===== config.mk =====
export PLATFORM = sky130hd
export DESIGN_NAME = sia_ctrl
export DESIGN_NICKNAME = d
export VERILOG_FILES = /design/src/rtl/sia_pkg.sv /design/src/rtl/sia_ctrl.sv
export SDC_FILE = /design/constraint.sdc
export NUM_CORES = 1
export LEC_CHECK = 0
export ABC_AREA = 1
export BUFFER_PORTS_ARGS = -buffer_cell sky130_fd_sc_hd__buf_2
export CORE_AREA = 2 2 39 41
export DETAILED_ROUTE_END_ITERATION = 10
export DIE_AREA = 0 0 41 43
export PLACE_DENSITY_LB_ADDON = 0.25
export SETUP_SLACK_MARGIN = 0.02
export SLEW_MARGIN = 10
export SYNTH_ARGS = -nofsm -noshare
export SYNTH_HDL_FRONTEND = slang
export SYNTH_SLANG_ARGS = --single-unit

===== constraint.sdc =====
create_clock -name clk -period 2.88 [get_ports clk]
set_input_delay 0.72 -clock clk [delete_from_list [all_inputs] [get_ports clk]]
set_output_delay 0.72 -clock clk [all_outputs]
set_load 0.01 [all_outputs]

===== src/rtl/sia_pkg.sv =====
// ----------------------------------------------------------------------------
// sia_pkg
// types and constants of the slot index allocator
// ----------------------------------------------------------------------------
package sia_pkg;

	localparam int IDX_W    = 10;
	localparam int CLS_IN_W = 2;
	localparam int S_DATA_W = 16;
	localparam int S_USER_W = 4;
	localparam int M_DATA_W = 16;
	localparam int M_USER_W = 1;

	typedef enum logic {
		CMD_ALLOC = 1'b0,
		CMD_FREE  = 1'b1
	} sia_op_t;

	typedef enum logic {
		ST_OK       = 1'b0,
		ST_NO_SLOTS = 1'b1
	} sia_status_t;

	// controller to datapath
	typedef struct packed {
		logic take;     // request transaction accepted this cycle
		logic load_now; // load result computed from counters
		logic load_mem; // load result from stack read data
	} sia_cmd_t;

	// datapath to controller
	typedef struct packed {
		logic req_alloc;
		logic req_pop;  // allocate that is served from the free stack
	} sia_stat_t;

endpackage


===== src/rtl/sia_ctrl.sv =====
// ----------------------------------------------------------------------------
// sia_ctrl
// request sequencing and output handshake of the slot index allocator
// ----------------------------------------------------------------------------
module sia_ctrl
	import sia_pkg::*;
(
	input  logic      clk,
	input  logic      arst_n,
	input  logic      s_tvalid,
	output logic      s_tready,
	output logic      m_tvalid,
	input  logic      m_tready,
	input  sia_stat_t stat,
	output sia_cmd_t  cmd
);

	typedef enum logic [1:0] {
		IDLE,
		WAIT,
		OUT
	} state_t;

	state_t state_q;
	logic   accept;

	// a new request may enter as the held result leaves
	assign s_tready = (state_q == IDLE) || ((state_q == OUT) && m_tready);
	assign m_tvalid = (state_q == OUT);
	assign accept   = s_tvalid && s_tready;

	always_comb begin
		cmd.take     = accept;
		cmd.load_now = accept && stat.req_alloc && !stat.req_pop;
		cmd.load_mem = (state_q == WAIT);
	end

	always_ff @(posedge clk or negedge arst_n) begin
		if (!arst_n) begin
			state_q <= IDLE;
		end else begin
			unique case (state_q) inside
				IDLE, OUT: begin
					if (accept) begin
						if (!stat.req_alloc) begin
							state_q <= IDLE;
						end else if (stat.req_pop) begin
							state_q <= WAIT;
						end else begin
							state_q <= OUT;
						end
					end else if ((state_q == OUT) && m_tready) begin
						state_q <= IDLE;
					end
				end
				WAIT: begin
					state_q <= OUT;
				end
				default: begin
					state_q <= IDLE;
				end
			endcase
		end
	end

endmodule


; Yosys cells after proc, flatten, opt, wreduce, memory -nomap -nowiden
; Index checks and enable logic that the tools add are counted.
[totals]
latchBits = 0
regBits = 2
ramBits = 0
out_inout_bits = 5
romBits = 0
in_bits = 6
word_cells = 17
memories = 0
[op_classes]
shift = 0
mux = 5
div = 0
add_sub_neg = 0
n_reduce_logical = 8
eq_ne = 3
order_cmp = 0
bitwise_logic = 0
multipliers = 0
[ops]
columns = cell, count
row1 = $mux W2, 4
row2 = $logic_and A1 B1 Y1, 4
row3 = $pmux W2 S2, 1
row4 = $ne A3 B3 Y1 const B, 1
row5 = $eq A2 B1 Y1 const B, 1
row6 = $eq A2 B2 Y1 const B, 1
row7 = $logic_not A2 Y1, 1
row8 = $reduce_or A2 Y1, 1
row9 = $logic_not A1 Y1, 1
row10 = $logic_or A1 B1 Y1, 1

; Logic depth before layout (Yosys ltp)
[logic_depth]
ltp_word = 6
mapped_depth = 5
mapped_depth_nobuf = 5

; Least setup slack after synthesis
; Ideal clock, no wire load.
[synth_timing]
path_type = in2out
start = input port m_tready
end = output port cmd[2] (netlist bit)
path_slack_ps = 958
required_ps = 2160
path_buffers = 1
path_stages = 5
t_arrival_ps = 1202
path_cell_list = inv_1 -> a21oi_2 -> nand2_2 -> inv_1 -> buf_4
[synth_via]
elab_chain_cells = 3
[synth_rtl]
columns = item, line_no
row1 = from (decl), sia_ctrl.sv:13  ; input logic m_tready,
row2 = $logic_and A1 B1 Y1, sia_ctrl.sv:28  ; assign s_tready = (state_q == IDLE) || ((state_q == OUT) && m_tready);
row3 = $logic_or A1 B1 Y1, sia_ctrl.sv:28
row4 = named net s_tready, sia_ctrl.sv:11  ; output logic s_tready,
row5 = $logic_and A1 B1 Y1, sia_ctrl.sv:30  ; assign accept = s_tvalid && s_tready;
row6 = to (decl), sia_ctrl.sv:15  ; output sia_cmd_t cmd
; The timed path passes the listed nets, and every way through them passes these cells.

==> impl_metrics.csv <==
group,metric,value,unit
final_layout,regArea,50.0,um^2
drt,wl_met1,131,um
clocking,cts_tree,"done",
drt,drtIter0Drc,1,
timing,worst_slack,0.912,ns
placement,dp_hpwl,287,um
critical_path,crit_arrival,1.25,ns
power_and_ir_drop,switching_share,27.9,%
drt,via_per_inst,3.20,
floorplanning,rows,14,
timing,grt_setup_unrepaired,"false",
timing,setup-violations-final,0,
clocking,hold_buffers,0,
timing,timing_hold_violations_final,0,
final_layout,reg.largest.list,"state_q: 2 flops",
critical_path,cp_cell_sequence,"buf_2, inv_1, nand2_1, nand4_1, inv_1, buf_2",
floorplanning,ios,11,
synthesis,syn_nets,29,
grt,grt_pass1_wl,469,um
grt,antenna_found_initial,0,
final_layout,area_growth,58.1,%
power_and_ir_drop,leakagePower,0.155,nW
final_layout,drive_gt1_share,45.7,%
critical_path,cp-end-kind,"primary output",
grt,gr-total-overflow,0,
grt,grt_max_degree,5,
floorplanning,fp.dieW,41,um
critical_path,path_max_fanout,3,
timing,slew_viol_final,0,
clocking,insertion_delay,0.23,ns
critical_path,endpoint,"cmd[1]",
critical_path,cp-start-kind,"input pin",
critical_path,cp.depth,6,
drt,wl_met3,31,um
final_layout,fill_cells,167,
synthesis,avgSynthCellArea,6.36,um^2
timing,fmax,508,MHz
power_and_ir_drop,power_frac_seq,27.7,%
final_layout,final_nets,43,
clocking,cts_sinks,2,
timing,tns,0,ns
final_layout,top_register,"state_q",
clocking,postCtsSetupRepairBufs,0,
job,maxCapViolations,0,
drt,dr_wl_met2,190,um
clocking,cts_root_buf,"clkbuf_4",
critical_path,r2r-end,"state_q[1]",
synthesis,synthCells,23,
placement,gp_congestion,0.657,
synthesis,synth.top_cells.by_area,"dfrtp_1 34%, inv_1 21%, nand2_1 13%",
drt,wire_per_inst,6.92,um
power_and_ir_drop,clockPowerShare,51.1,%
drt,final_antenna_net_count,0,
drt,finalWirelength,353,um
floorplanning,die-area,1760,um^2
critical_path,critPathSlowestCell,"buf_2",
placement,dpl_cell_area,209,um^2
critical_path,r2r_setup_slack,2.09,ns
critical_path,r2r_start,"state_q[1]",
critical_path,required,2.16,ns
critical_path,crit_family,"buffers and inverters",
clocking,cts.repair.resized,0,
clocking,numCtsBuffers,3,
timing,skew,0.00384,ns
power_and_ir_drop,switchingPower,0.0342,mW
synthesis,synth_top_cell_by_area,"dfrtp_1",
final_layout,diodes,0,
placement,dp_slack,0.894,ns
clocking,htreeDepth,1,
power_and_ir_drop,vdd_ir_drop_max,0.0866,mV
timing,timing.final.crit_period,1.97,ns
clocking,clk_pin_slew,0.03,ns
timing,hold_slack,0.272,ns
timing,finalCritPeriodShare,68.3,%
power_and_ir_drop,p_per_area,530,nW/um^2
synthesis,yosysUniqueCellTypes,10,
final_layout,multi_input_area,58.8,um^2
drt,drt_pass1_iterations,2,
synthesis,ys_ff_latch,2,
critical_path,path_buf_inv,4,
floorplanning,start_util,10.6,%
min_path,hold_path_class,"input pin to async pin",
critical_path,crit_path_start,"m_tready",
drt,vias,163,
power_and_ir_drop,p_comb_share,21.2,%
synthesis,yosysTopAreaCellShare,34.2,%
grt,grt_pass1_vias,161,
placement,portBuffers,10,
final_layout,layout_common_cells,"10 x buf_2, 8 x inv_1, 5 x nand2_1, 3 x clkbuf_4",
critical_path,worstRegToRegCells,5,
final_layout,stdcell_area,231,um^2
drt,top_layer,"met3",
timing,worstMarginPinSlew,0.145,ns
power_and_ir_drop,power.internal,0.0884,mW
drt,drc,0,
grt,track_usage,4.62,%
final_layout,layout_commonest_cell,"buf_2",
synthesis,ys_warn_count,0,
critical_path,max_stage_delay,0.13,ns
critical_path,crit_type,"input pin to primary output",
synthesis,syn_area,146,um^2
timing,relSlewSlack,90.4,%
run_status,status,"finished clean",
floorplanning,core_area,1380,um^2
synthesis,ys_seq_area_share,34.2,%
clocking,clockBufferDepth,2,
final_layout,largest_reg_flops,2,
floorplanning,die_y,43,um
==> stage by stage <==
step	std cells	utilization [%]	power [mW]
2_1_floorplan	23	-	0.0508
3_3_place_gp	48	15.1	0.0609
3_5_place_dp	48	15.1	0.0610
4_1_cts	51	16.7	0.128
5_1_grt	51	16.7	0.134
6_report	51	16.7	0.123
==> routing by layer <==
layer / GRT usage [%] / vias to the layer above
li1: - / 89
met1: 3.22 / 69
met2: 6.56 / 5
met3: 1.57 / 0
met4: 8.00 / 0
met5: 0 / -
==> cells by family (layout without fill, tap and decap cells) <==
family                 Yosys count  after routing  synth area share [%]
buffers and inverters            9             21                  25.6
DFF                              2              2                  34.2
and+or+nand+nor                 11             11                  34.2
AOI/OAI and AO/OA                1              1                  5.98
==> synthesized netlist by cell type <==
cell,number
nand2_2,1
inv_1,8
buf_4,1
nand3_1,1
nor2_2,1
nand4_1,1
nor2_1,2
dfrtp_1,2
a21oi_2,1
nand2_1,5
==> worst min path at each step <==
stage	start	endpoint	slack, ns
after CTS	arst_n	state_q[0]	0.26
after detailed placement	arst_n	state_q[0]	0.51
after global routing	arst_n	state_q[0]	0.26
after global placement	arst_n	state_q[0]	0.51
after floorplan	arst_n	state_q[0]	0.42
final	arst_n	state_q[0]	0.27
==> power by group through the flow <==
stage / clock network, mW / registers, mW / logic [mW]
final: 0.0626 / 0.0340 / 0.0260
after detailed placement: 0 / 0.0343 / 0.0267
after global placement: 0 / 0.0342 / 0.0268
after floorplan: 0 / 0.0337 / 0.0171
after CTS: 0.0673 / 0.0340 / 0.0268
after global routing: 0.0696 / 0.0345 / 0.0295
==> area by class of cell <==
class | instances | share of cell area (%)
flip-flops and latches | 2 | 21.6
multi-input cells | 12 | 25.4
well taps | 16 | 8.65
repair buffers | 10 | 21.6
inverters | 8 | 13.0
clock buffers | 3 | 9.73
Note: power is estimated with default switching activity, not from simulation.
